==> src/design/osc_pkg.sv <==
// ----------------------------------------------------------------------------
// osc_pkg: omni base speed control shared types and constants
// Command kinds, direction codes, register map, per-wheel kinematic
// coefficients (Q16) and the structs passed between the pipeline stages.
// ----------------------------------------------------------------------------
package osc_pkg;

    localparam int N_LANES = 3;

    typedef enum logic [1:0] {
        KIND_DIR   = 2'd0,
        KIND_VEL   = 2'd1,
        KIND_WHEEL = 2'd2,
        KIND_PWM   = 2'd3
    } kind_t;

    localparam logic [3:0] DIR_FWD     = 4'd1;
    localparam logic [3:0] DIR_FWD_L   = 4'd2;
    localparam logic [3:0] DIR_LEFT    = 4'd3;
    localparam logic [3:0] DIR_BACK_L  = 4'd4;
    localparam logic [3:0] DIR_BACK    = 4'd5;
    localparam logic [3:0] DIR_BACK_R  = 4'd6;
    localparam logic [3:0] DIR_RIGHT   = 4'd7;
    localparam logic [3:0] DIR_FWD_R   = 4'd8;
    localparam logic [3:0] DIR_ROT_L   = 4'd9;
    localparam logic [3:0] DIR_ROT_R   = 4'd10;

    localparam logic [0:0] REG_JOG    = 1'b0;
    localparam logic [0:0] REG_PERIOD = 1'b1;

    localparam logic [7:0]  JOG_RST    = 8'd0;
    localparam logic [15:0] PERIOD_RST = 16'd7200;
    localparam logic [15:0] ROT_MUL    = 16'd13;

    localparam logic signed [15:0] Q_LEN = 16'sd13107;
    localparam logic signed [15:0] Q_YAW = 16'sd2621;
    localparam logic signed [33:0] Q_RND = 34'sd65535;

    localparam logic signed [31:0] ACC_MAX = 32'sh7fff_ffff;
    localparam logic signed [31:0] ACC_MIN = 32'sh8000_0000;

    typedef struct packed {
        logic signed [17:0] cx;
        logic signed [17:0] cy;
    } coef_t;

    localparam coef_t LANE_COEF [N_LANES] = '{
        '{cx: 18'sd65536,  cy: 18'sd0},
        '{cx: -18'sd32768, cy: -18'sd56756},
        '{cx: -18'sd32768, cy: 18'sd56756}
    };

    typedef struct packed {
        kind_t              kind;
        logic signed [15:0] vx;
        logic signed [15:0] vy;
        logic signed [15:0] vz;
        logic signed [15:0] yaw;
        logic [2:0][15:0]   cmd;
        logic [2:0][15:0]   enc;
    } tick_t;

    typedef struct packed {
        logic [15:0] lo;
        logic [15:0] hi;
        logic        sat;
    } lane_out_t;

endpackage

==> src/design/omni_three_wheel_speed_control.sv <==
// ----------------------------------------------------------------------------
// omni_three_wheel_speed_control: three-wheel omni base speed controller
// A word passes the command, product, sum, target, error and accumulator
// registers, then the result register. Throughput: one word per cycle while
// the result is not stalled; each wheel's PI accumulator is read and written
// in a single pipeline stage, so consecutive words chain directly. A stalled
// result freezes the whole pipeline until it is taken. Reset clears the PI
// state, the pipeline valids and the registers (jog speed 0, PWM period 7200).
// ----------------------------------------------------------------------------
module omni_three_wheel_speed_control (
    input  logic          aclk,
    input  logic          aresetn,
    input  logic          s_tvalid,
    output logic          s_tready,
    // direction[3:0], cmd_a[19:4], cmd_b[35:20], cmd_c[51:36],
    // enc_a[67:52], enc_b[83:68], enc_c[99:84], yaw_rate[115:100], zero pad
    input  logic [119:0]  s_tdata,
    // kind[1:0]
    input  logic [1:0]    s_tuser,
    output logic          m_tvalid,
    input  logic          m_tready,
    // pwm_a_low, pwm_a_high, pwm_b_low, pwm_b_high, pwm_c_low, pwm_c_high
    // (16 bits each from bit 0)
    output logic [95:0]   m_tdata,
    // saturated
    output logic          m_tuser,
    input  logic          psel,
    input  logic          penable,
    input  logic          pwrite,
    input  logic [2:0]    paddr,
    input  logic [31:0]   pwdata,
    output logic [31:0]   prdata,
    output logic          pready
);

    logic                 adv;
    logic [5:0]           vld_reg;
    logic [7:0]           jog_reg;
    logic [15:0]          period_reg;
    osc_pkg::tick_t       tick;
    osc_pkg::lane_out_t   lane_res [osc_pkg::N_LANES];
    logic                 m_tvalid_reg;
    logic [95:0]          m_tdata_reg;
    logic                 m_tuser_reg;
    logic [95:0]          m_tdata_next;
    logic                 m_tuser_next;

    assign adv      = !m_tvalid_reg || m_tready;
    assign s_tready = adv;
    assign pready   = 1'b1;

    always_ff @(posedge aclk) begin
        if (!aresetn) begin
            jog_reg    <= osc_pkg::JOG_RST;
            period_reg <= osc_pkg::PERIOD_RST;
        end else if (psel && penable && pwrite) begin
            unique case (paddr[2])
                osc_pkg::REG_JOG:    jog_reg    <= pwdata[7:0];
                osc_pkg::REG_PERIOD: period_reg <= pwdata[15:0];
                default:             jog_reg    <= jog_reg;
            endcase
        end
    end

    always_comb begin
        unique case (paddr[2])
            osc_pkg::REG_JOG:    prdata = {24'd0, jog_reg};
            osc_pkg::REG_PERIOD: prdata = {16'd0, period_reg};
            default:             prdata = '0;
        endcase
    end

    osc_cmd u_cmd (
        .aclk      (aclk),
        .adv       (adv),
        .jog_speed (jog_reg),
        .kind      (osc_pkg::kind_t'(s_tuser)),
        .direction (s_tdata[3:0]),
        .cmd_a     ($signed(s_tdata[19:4])),
        .cmd_b     ($signed(s_tdata[35:20])),
        .cmd_c     ($signed(s_tdata[51:36])),
        .enc_a     ($signed(s_tdata[67:52])),
        .enc_b     ($signed(s_tdata[83:68])),
        .enc_c     ($signed(s_tdata[99:84])),
        .yaw_rate  ($signed(s_tdata[115:100])),
        .tick      (tick)
    );

    for (genvar i = 0; i < osc_pkg::N_LANES; i++) begin : g_lane
        osc_lane u_lane (
            .aclk    (aclk),
            .aresetn (aresetn),
            .adv     (adv),
            .upd     (adv && vld_reg[4]),
            .coef    (osc_pkg::LANE_COEF[i]),
            .kind    (tick.kind),
            .vx      (tick.vx),
            .vy      (tick.vy),
            .vz      (tick.vz),
            .yaw     (tick.yaw),
            .cmd     ($signed(tick.cmd[i])),
            .enc     ($signed(tick.enc[i])),
            .period  (period_reg),
            .res     (lane_res[i])
        );
    end

    always_comb begin
        m_tdata_next = {lane_res[2].hi, lane_res[2].lo,
                        lane_res[1].hi, lane_res[1].lo,
                        lane_res[0].hi, lane_res[0].lo};
        m_tuser_next = lane_res[0].sat | lane_res[1].sat | lane_res[2].sat;
    end

    always_ff @(posedge aclk) begin
        if (!aresetn) begin
            vld_reg      <= '0;
            m_tvalid_reg <= 1'b0;
        end else if (adv) begin
            vld_reg      <= {vld_reg[4:0], s_tvalid};
            m_tvalid_reg <= vld_reg[5];
        end
    end

    always_ff @(posedge aclk) begin
        if (adv) begin
            m_tdata_reg <= m_tdata_next;
            m_tuser_reg <= m_tuser_next;
        end
    end

    assign m_tvalid = m_tvalid_reg;
    assign m_tdata  = m_tdata_reg;
    assign m_tuser  = m_tuser_reg;

    a_stall_freeze: assert property (@(posedge aclk) disable iff (!aresetn)
        m_tvalid && !m_tready |=> $stable(vld_reg))
        else $error("pipeline moved while the result word was stalled");

    a_word_source: assert property (@(posedge aclk) disable iff (!aresetn)
        $rose(m_tvalid) |-> $past(vld_reg[5]))
        else $error("result word appeared without a word in the last stage");

    a_pair_period: assert property (@(posedge aclk) disable iff (!aresetn)
        m_tvalid |->
            (m_tdata[15:0] == period_reg || m_tdata[31:16] == period_reg) &&
            (m_tdata[47:32] == period_reg || m_tdata[63:48] == period_reg) &&
            (m_tdata[79:64] == period_reg || m_tdata[95:80] == period_reg))
        else $error("compare pair lost its full-scale side");

endmodule

==> src/design/osc_cmd.sv <==
// ----------------------------------------------------------------------------
// osc_cmd: command decode stage
// Turns a direction code or a serial velocity into body velocities and
// registers them with the per-wheel commands and encoder counts.
// ----------------------------------------------------------------------------
module osc_cmd (
    input  logic                aclk,
    input  logic                adv,
    input  logic [7:0]          jog_speed,
    input  osc_pkg::kind_t      kind,
    input  logic [3:0]          direction,
    input  logic signed [15:0]  cmd_a,
    input  logic signed [15:0]  cmd_b,
    input  logic signed [15:0]  cmd_c,
    input  logic signed [15:0]  enc_a,
    input  logic signed [15:0]  enc_b,
    input  logic signed [15:0]  enc_c,
    input  logic signed [15:0]  yaw_rate,
    output osc_pkg::tick_t      tick
);

    logic signed [15:0] v;
    logic signed [15:0] rot;
    logic signed [15:0] dvx;
    logic signed [15:0] dvy;
    logic signed [15:0] dvz;
    osc_pkg::tick_t     tick_next;
    osc_pkg::tick_t     tick_reg;

    always_comb begin
        v   = $signed({8'd0, jog_speed});
        rot = $signed(16'({8'd0, jog_speed} * osc_pkg::ROT_MUL));
        dvx = '0;
        dvy = '0;
        dvz = '0;
        unique case (direction)
            osc_pkg::DIR_FWD: begin
                dvy = v;
            end
            osc_pkg::DIR_FWD_L: begin
                dvx = -v;
                dvy = v;
            end
            osc_pkg::DIR_LEFT: begin
                dvx = -v;
            end
            osc_pkg::DIR_BACK_L: begin
                dvx = -v;
                dvy = -v;
            end
            osc_pkg::DIR_BACK: begin
                dvy = -v;
            end
            osc_pkg::DIR_BACK_R: begin
                dvx = v;
                dvy = -v;
            end
            osc_pkg::DIR_RIGHT: begin
                dvx = v;
            end
            osc_pkg::DIR_FWD_R: begin
                dvx = v;
                dvy = v;
            end
            osc_pkg::DIR_ROT_L: begin
                dvz = rot;
            end
            osc_pkg::DIR_ROT_R: begin
                dvz = -rot;
            end
            default: begin
                dvx = '0;
            end
        endcase
    end

    always_comb begin
        tick_next.kind = kind;
        tick_next.yaw  = yaw_rate;
        tick_next.cmd  = {cmd_c, cmd_b, cmd_a};
        tick_next.enc  = {enc_c, enc_b, enc_a};
        if (kind == osc_pkg::KIND_VEL) begin
            tick_next.vx = cmd_a;
            tick_next.vy = cmd_b;
            tick_next.vz = cmd_c;
        end else begin
            tick_next.vx = dvx;
            tick_next.vy = dvy;
            tick_next.vz = dvz;
        end
    end

    always_ff @(posedge aclk) begin
        if (adv) begin
            tick_reg <= tick_next;
        end
    end

    assign tick = tick_reg;

endmodule

==> src/design/osc_lane.sv <==
// ----------------------------------------------------------------------------
// osc_lane: one wheel's target, PI controller and H-bridge compare pair
// Kinematic products, Q16 sum with truncation toward zero, error, saturating
// incremental PI accumulator, then drive clamp and compare split.
// ----------------------------------------------------------------------------
module osc_lane (
    input  logic                  aclk,
    input  logic                  aresetn,
    input  logic                  adv,
    input  logic                  upd,
    input  osc_pkg::coef_t        coef,
    input  osc_pkg::kind_t        kind,
    input  logic signed [15:0]    vx,
    input  logic signed [15:0]    vy,
    input  logic signed [15:0]    vz,
    input  logic signed [15:0]    yaw,
    input  logic signed [15:0]    cmd,
    input  logic signed [15:0]    enc,
    input  logic [15:0]           period,
    output osc_pkg::lane_out_t    res
);

    // products
    logic signed [33:0] px_reg;
    logic signed [33:0] py_reg;
    logic signed [33:0] pz_reg;
    logic signed [33:0] pw_reg;
    osc_pkg::kind_t     kind2_reg;
    logic signed [15:0] cmd2_reg;
    logic signed [15:0] enc2_reg;

    // sum
    logic signed [33:0] sum3_reg;
    osc_pkg::kind_t     kind3_reg;
    logic signed [15:0] cmd3_reg;
    logic signed [15:0] enc3_reg;

    // target
    logic signed [33:0] biased;
    logic signed [33:0] trunc;
    logic signed [18:0] tgt_next;
    logic signed [18:0] tgt_reg;
    osc_pkg::kind_t     kind4_reg;
    logic signed [15:0] cmd4_reg;
    logic signed [15:0] enc4_reg;

    // error
    logic signed [18:0] err_reg;
    osc_pkg::kind_t     kind5_reg;
    logic signed [15:0] cmd5_reg;

    // accumulator
    logic signed [21:0] delta;
    logic signed [33:0] acc_sum;
    logic               acc_sat;
    logic signed [31:0] acc_next;
    logic signed [31:0] acc_reg;
    logic signed [18:0] prev_reg;
    logic signed [31:0] accd_reg;
    logic               asat_reg;
    logic               ovr_reg;
    logic signed [15:0] cmd6_reg;

    // drive
    logic signed [31:0] draw;
    logic signed [31:0] ps;
    logic signed [16:0] drv;
    logic               clamp;

    always_ff @(posedge aclk) begin
        if (adv) begin
            px_reg    <= 34'(coef.cx) * 34'(vx);
            py_reg    <= 34'(coef.cy) * 34'(vy);
            pz_reg    <= 34'(osc_pkg::Q_LEN) * 34'(vz);
            pw_reg    <= 34'(osc_pkg::Q_YAW) * 34'(yaw);
            kind2_reg <= kind;
            cmd2_reg  <= cmd;
            enc2_reg  <= enc;

            sum3_reg  <= px_reg + py_reg + pz_reg - pw_reg;
            kind3_reg <= kind2_reg;
            cmd3_reg  <= cmd2_reg;
            enc3_reg  <= enc2_reg;

            tgt_reg   <= tgt_next;
            kind4_reg <= kind3_reg;
            cmd4_reg  <= cmd3_reg;
            enc4_reg  <= enc3_reg;

            err_reg   <= -19'(enc4_reg) - tgt_reg;
            kind5_reg <= kind4_reg;
            cmd5_reg  <= cmd4_reg;

            accd_reg  <= acc_next;
            asat_reg  <= acc_sat;
            ovr_reg   <= (kind5_reg == osc_pkg::KIND_PWM);
            cmd6_reg  <= cmd5_reg;
        end
    end

    always_comb begin
        biased = sum3_reg + (sum3_reg[33] ? osc_pkg::Q_RND : 34'sd0);
        trunc  = biased >>> 16;
        if (kind3_reg == osc_pkg::KIND_WHEEL) begin
            tgt_next = 19'(cmd3_reg);
        end else begin
            tgt_next = 19'(trunc);
        end
    end

    always_comb begin
        delta   = (22'(err_reg) <<< 2) + 22'(err_reg) - (22'(prev_reg) <<< 1);
        acc_sum = 34'(acc_reg) + 34'(delta);
        acc_sat = (acc_sum[33:31] != 3'b000) && (acc_sum[33:31] != 3'b111);
        if (!acc_sat) begin
            acc_next = acc_sum[31:0];
        end else if (acc_sum[33]) begin
            acc_next = osc_pkg::ACC_MIN;
        end else begin
            acc_next = osc_pkg::ACC_MAX;
        end
    end

    always_ff @(posedge aclk) begin
        if (!aresetn) begin
            acc_reg  <= '0;
            prev_reg <= '0;
        end else if (upd) begin
            acc_reg  <= acc_next;
            prev_reg <= err_reg;
        end
    end

    always_comb begin
        draw = ovr_reg ? 32'(cmd6_reg) : accd_reg;
        ps   = $signed({16'd0, period});
        priority if (draw > ps) begin
            drv   = 17'(ps);
            clamp = 1'b1;
        end else if (draw < -ps) begin
            drv   = 17'(-ps);
            clamp = 1'b1;
        end else begin
            drv   = 17'(draw);
            clamp = 1'b0;
        end
        if (drv > 17'sd0) begin
            res.lo = period - drv[15:0];
            res.hi = period;
        end else begin
            res.lo = period;
            res.hi = period + drv[15:0];
        end
        res.sat = asat_reg | clamp;
    end

    a_state_hold: assert property (@(posedge aclk) disable iff (!aresetn)
        !upd |=> $stable(acc_reg) && $stable(prev_reg))
        else $error("PI state changed without an update");

endmodule

==> config.mk <==
export PLATFORM = sky130hd
export DESIGN_NAME = omni_three_wheel_speed_control
export DESIGN_NICKNAME = d
export VERILOG_FILES = /design/src/design/osc_pkg.sv /design/src/design/omni_three_wheel_speed_control.sv /design/src/design/osc_cmd.sv /design/src/design/osc_lane.sv
export SDC_FILE = /design/constraint.sdc
export NUM_CORES = 2
export LEC_CHECK = 0
export BUFFER_PORTS_ARGS = -buffer_cell sky130_fd_sc_hd__buf_2
export CAP_MARGIN = 30
export CELL_PAD_IN_SITES_DETAIL_PLACEMENT = 0
export CELL_PAD_IN_SITES_GLOBAL_PLACEMENT = 1
export CORE_ASPECT_RATIO = 1.2
export CORE_MARGIN = 5
export CORE_UTILIZATION = 45
export DETAILED_ROUTE_END_ITERATION = 16
export PLACE_DENSITY_LB_ADDON = 0.1
export SKIP_CTS_REPAIR_TIMING = 1
export SYNTH_ARGS = -nofsm -noshare
export SYNTH_HDL_FRONTEND = slang
export SYNTH_SLANG_ARGS = --single-unit
==> constraint.sdc <==
create_clock -name aclk -period 44.2 [get_ports aclk]
set_input_delay 8.84 -clock aclk [delete_from_list [all_inputs] [get_ports aclk]]
set_output_delay 8.84 -clock aclk [all_outputs]
set_load 0.005 [all_outputs]
=== Yosys cells after proc, flatten, opt, wreduce, memory -nomap -nowiden ===
Index checks and enable logic that the tools add are counted.

* Add/subtract/negate cells: 36
* $lt $le $gt $ge: 9
* Eq/ne operators: 16
* Bitwise operators: 6
* Multiply operators: 5
* Multiplexer cells: 35
* Reduce and logical (&&, ||, !) cells: 17

{| class="wikitable"
|+ Operators with widths
! kind !! number
|-
| two-way mux 32 bit || 12
|-
| adder 34 bit || 7
|-
| two-way mux 17 bit || 6
|-
| subtractor 34 bit || 3
|-
| adder 32 x 22 -> 33 bit || 3
|-
| greater-than comparator 32 x 17 -> 1 bit || 3
|-
| less-than comparator 32 bit || 3
|-
| one-hot mux 16 bit (2 select lines) || 3
|-
| multiplier 15 x 16 -> 31 bit, first input constant || 3
|-
| negator 16 -> 19 bit || 4
|-
| adder 21 x 19 -> 22 bit || 3
|-
| subtractor 22 x 20 -> 22 bit || 3
|-
| one-hot mux 32 bit (2 select lines) || 1
|-
| two-way mux 19 bit || 3
|-
| subtractor 19 bit || 3
|-
| greater-than comparator 17 x 1 -> 1 bit, second input constant || 3
|-
| adder 16 bit || 3
|-
| two-way mux 16 bit || 3
|-
| two-way mux 48 bit || 1
|-
| subtractor 16 bit || 3
|-
| adder 32 x 34 -> 34 bit || 1
|-
| negator 16 -> 32 bit || 1
|-
| multiplier 13 x 16 -> 29 bit, first input constant || 1
|-
| equality test 4 x 3 -> 1 bit, second input constant || 4
|-
| 18 further kinds || 44
|}

* Register bits after elaboration: 1,318
* Logic and storage cells: 197
* Output and inout bits: 132

=== Depth between registers and ports, before layout ===
* Depth in word-level cells: 7
* Mapped depth: 38

=== Cells and area by module ===
A second synthesis with hierarchy kept.

* Cells, all modules: 17,365
* Area total of the unflattened synthesis: 177,077.3 um^2

{| class="wikitable"
|+ By module, submodules not included
! module !! cells an instance !! area an instance (um^2) !! times used
|-
| osc_lane (g_lane[2].u_lane) || 5,591 || 55,498.2 || 1
|-
| osc_lane (g_lane[1].u_lane) || 5,519 || 55,165.4 || 1
|-
| osc_lane (g_lane[0].u_lane) || 5,531 || 55,080.3 || 1
|-
| osc_cmd || 465 || 6,929.1 || 1
|-
| omni_three_wheel_speed_control || 259 || 4,404.2 || 1
|}

=== Least setup slack after synthesis ===
Ideal clock, no wire load.

* Path type: input to output
* Start point: input m_tready
* End point: output s_tready
* Cell stages on the path: 3
* Slack: 6,004 ps
* Arrival time: 29,356 ps
* Required time: 35,360 ps
* Path buffers: 1
* Cell sequence: nor2b_1 clkbuf_1 clkinv_1

* Cells in the longest elaborated chain, start to end: 1

{| class="wikitable"
|+ RTL lines
! item !! line !! text
|-
| start, declared || omni_three_wheel_speed_control.sv:21 || <nowiki>input logic m_tready,</nowiki>
|-
| logical OR 1 bit || omni_three_wheel_speed_control.sv:48 || <nowiki>assign adv = !m_tvalid_reg || m_tready;</nowiki>
|-
| end, declared || omni_three_wheel_speed_control.sv:14 || <nowiki>output logic s_tready,</nowiki>
|}

Every way passes these cells.

=== Worst setup path after layout ===
Ends and elaborated chain as after synthesis.

==> results.md <==
* Worst-margin pin slew at 1070 ps
* Wl on met1 at 101000 um
* Worst setup EP type: output pin
* IO Port Bufs at 256
* CTS Buf Count at 142
* Hold path cells at 0
* Ys async rst share at 0%
* Post-synth EDFFs at 1114
* Yosys cell types at 96
* DR vias at 62300
* Largest stage delay, worst path at 660 ps
* Crit-path slowest cell: nor2b_1
* Mux share of post-synthesis cell area at 1.95%
* Post-synthesis sequential area ratio at 39.4%
* Setup_tns at 0 ps
* Simple-Gate Fraction of Synth Area at 8.07%
* Final Slew Violations at 0
* Routed Antenna Nets at 0
* Clock tree buffer depth at 3
* First-pass GRT wire length at 389000 um
* Drt wl/cell at 21.1 um
* Die Ht at 512 um
* XOR/XNOR share of the synthesized area at 4.94%
* Min cycle time layout at 19190 ps
* DR WL met2 at 133000 um
* Final core utilization at 49.9%
* Largest net degree at the start of global routing at 90
* Clock transition at path regs at 60 ps
* Final period utilization at 43.4%
* Final WL at 255000 um
* FP Rows at 184
* Post-placement worst setup slack at 24950 ps
* Top-area cell type share of the netlist area at 35.5%
* Crit path max fanout at 49
* Layout Nets at 11000
* Layout Area Growth over Synthesis at 10.7%
* Total core area at 0.209 sq mm
* CTS tree: yes
* Startpoint types: input pin
* Synth Area in Adders at 27.3%
* Relative slew slack at 27.6%
* Number of synthesized register bits at 1298
* Status: finished clean
* Synth Area in Compound Gates at 10.9%
* DRC at 0
* Number of flip-flops under the largest register name at 162
* Maximum capacitance violations at 0
* Metal3 WL at 8570 um
* Critical Path RT at 35360 ps
* Top cells by area, synth: edfxtp_1, ha_1, fa_1
* Hold Path Class: flop to flop
* WS Path Type: input pin to output pin
* Setup violators final at 0
* Final hold violations at 0
* Leading area contributor after synthesis: edfxtp_1
* Critical path, cell by cell: buf_2 -> nor2b_1 -> inv_8 -> buf_2
* Reg2Reg Depth at 30
* Final worst-path setup slack at 25010 ps
* CP most frequent cell: buf_2
* DR top layer: met5
* Yosys warnings at 0
* Iter 0 DRT Violations at 3713
* F_max at 52.1 MHz
* Placer Congestion at 0.971
* Die width at 428 um
* CTS Root Cell: clkbuf_16
* Gr usage total at 23.2%
* Vias in the first global route at 64500
* Dominant synthesized flop cell: edfxtp_1
* Post-DP HPWL at 205000 um
* Avg Inst Size Synth at 10.6 sq um
* R2R setup slack at 34850 ps
* RSZ-0062 raised after global routing: no
* Overflow after GRT at 0
* Arrival time at the worst endpoint at 10350 ps
* Layout cells sized above 1 at 7.83%
* Largest family of logic cells by synthesized area: adder cells
* Post-synthesis cell count at 8863
* Drt first pass iters at 5
* Clock Skews at 60.7 ps
* Initial antenna violation count at 26
* Die Footprint at 0.219 sq mm
* Clock sinks at 1298
* Worst-Skew Late Latency at 810 ps
* Io pins at 296
* Post-Syn Area at 0.0943 sq mm
* Vias per cell at 5.15
* Initial Utilization at 45.1%
* Max H-tree Level at 4
[placed cells by master, fill, tap and decap left out, drive strengths merged, types with 41 or more instances in the layout]
| cell | Yosys | routed |
|---|---|---|
| inv | 1643 | 1651 |
| edfxtp | 1114 | 1114 |
| ha | 1074 | 1074 |
| nand2 | 596 | 596 |
| fa | 595 | 595 |
| o21ai | 498 | 498 |
| nor2 | 463 | 463 |
| a21oi | 412 | 412 |
| xnor2 | 387 | 387 |
| buf | 55 | 368 |
| dfxtp | 184 | 184 |
| a21o | 175 | 175 |
| clkbuf | 150 | 162 |
| xor2 | 139 | 139 |
| mux2i | 130 | 130 |
| a21boi | 109 | 109 |
| nor3 | 103 | 103 |
| nand3 | 98 | 98 |
| clkinv | 11 | 74 |
| o21bai | 67 | 67 |
| nand2b | 60 | 60 |
| o21a | 59 | 59 |
| nor2b | 58 | 58 |
| nand4 | 53 | 53 |
| mux2 | 48 | 48 |
| and2 | 46 | 46 |
| a31oi | 43 | 43 |
| nor4 | 41 | 41 |
[worst paths after layout]
| kind | endpoint | startpoint |
|---|---|---|
| hold reg to reg | g_lane[2].u_lane.cmd2_reg[4] | u_cmd.tick[84] |
| setup reg to reg | m_tdata[15] | period_reg[1] |
| hold / removal | g_lane[2].u_lane.cmd2_reg[4] | u_cmd.tick[84] |
| setup / recovery | s_tready | m_tready |
[Yosys cell counts (37+ instances only)]
| cell type | instances |
|---|---|
| a21boi_0 | 108 |
| a21o_1 | 175 |
| a21oi_1 | 412 |
| a31oi_1 | 43 |
| and2_1 | 45 |
| clkbuf_1 | 150 |
| dfxtp_1 | 184 |
| edfxtp_1 | 1114 |
| fa_1 | 595 |
| ha_1 | 1074 |
| inv_1 | 1639 |
| maj3_1 | 37 |
| mux2_2 | 45 |
| mux2i_1 | 130 |
| nand2_1 | 596 |
| nand2b_1 | 60 |
| nand3_1 | 96 |
| nand4_1 | 53 |
| nor2_1 | 462 |
| nor2b_1 | 58 |
| nor3_1 | 102 |
| nor4_1 | 39 |
| o21a_1 | 59 |
| o21ai_0 | 493 |
| o21bai_1 | 67 |
| xnor2_1 | 386 |
| xor2_1 | 139 |
[area by class of cell]
type / instances / area (sq um)
clock buffer: 162 / 3690
tap: 2790 / 3490
sequential: 1298 / 37100
antenna: 14 / 35.0
timing repair buffer: 368 / 2260
clock inverter: 100 / 1270
inverter: 1654 / 6220
multi-input combinational: 5721 / 50300
fill: 19300 / 105000
[layer usage]
metal / vias to the layer above / global-route usage [%]
met3: 409 / 2.84
met5: - / 0
met2: 1134 / 43.1
li1: 30700 / -
met4: 6 / 9.28
met1: 30100 / 27.2
[through the flow]
stage / cell area, sq um / std cells / hold slack, ps
final: 104000 / 12100 / 367
after global routing: 104000 / 12100 / 370
after CTS: 104000 / 12100 / 357
after detailed placement: 99400 / 11800 / 405
after global placement: 99200 / 11800 / 401
after floorplan: 94400 / 8878 / 400
[critical path: cells and delay by family]
kind	cells	cell delay (ps)
buf+inv	3	780
simple gates	1	660
[kinds of logic after synthesis]
family | after synthesis
fa+ha+maj | 1706
buf+inv | 1859
other cells | 2
flops | 1298
compound gates | 1637
mux | 178
xor+xnor | 528
simple gates | 1655
Power is left out: the tool's default activity adds up to more than one toggle a clock period on the data nets, which glitch-free logic cannot reach.
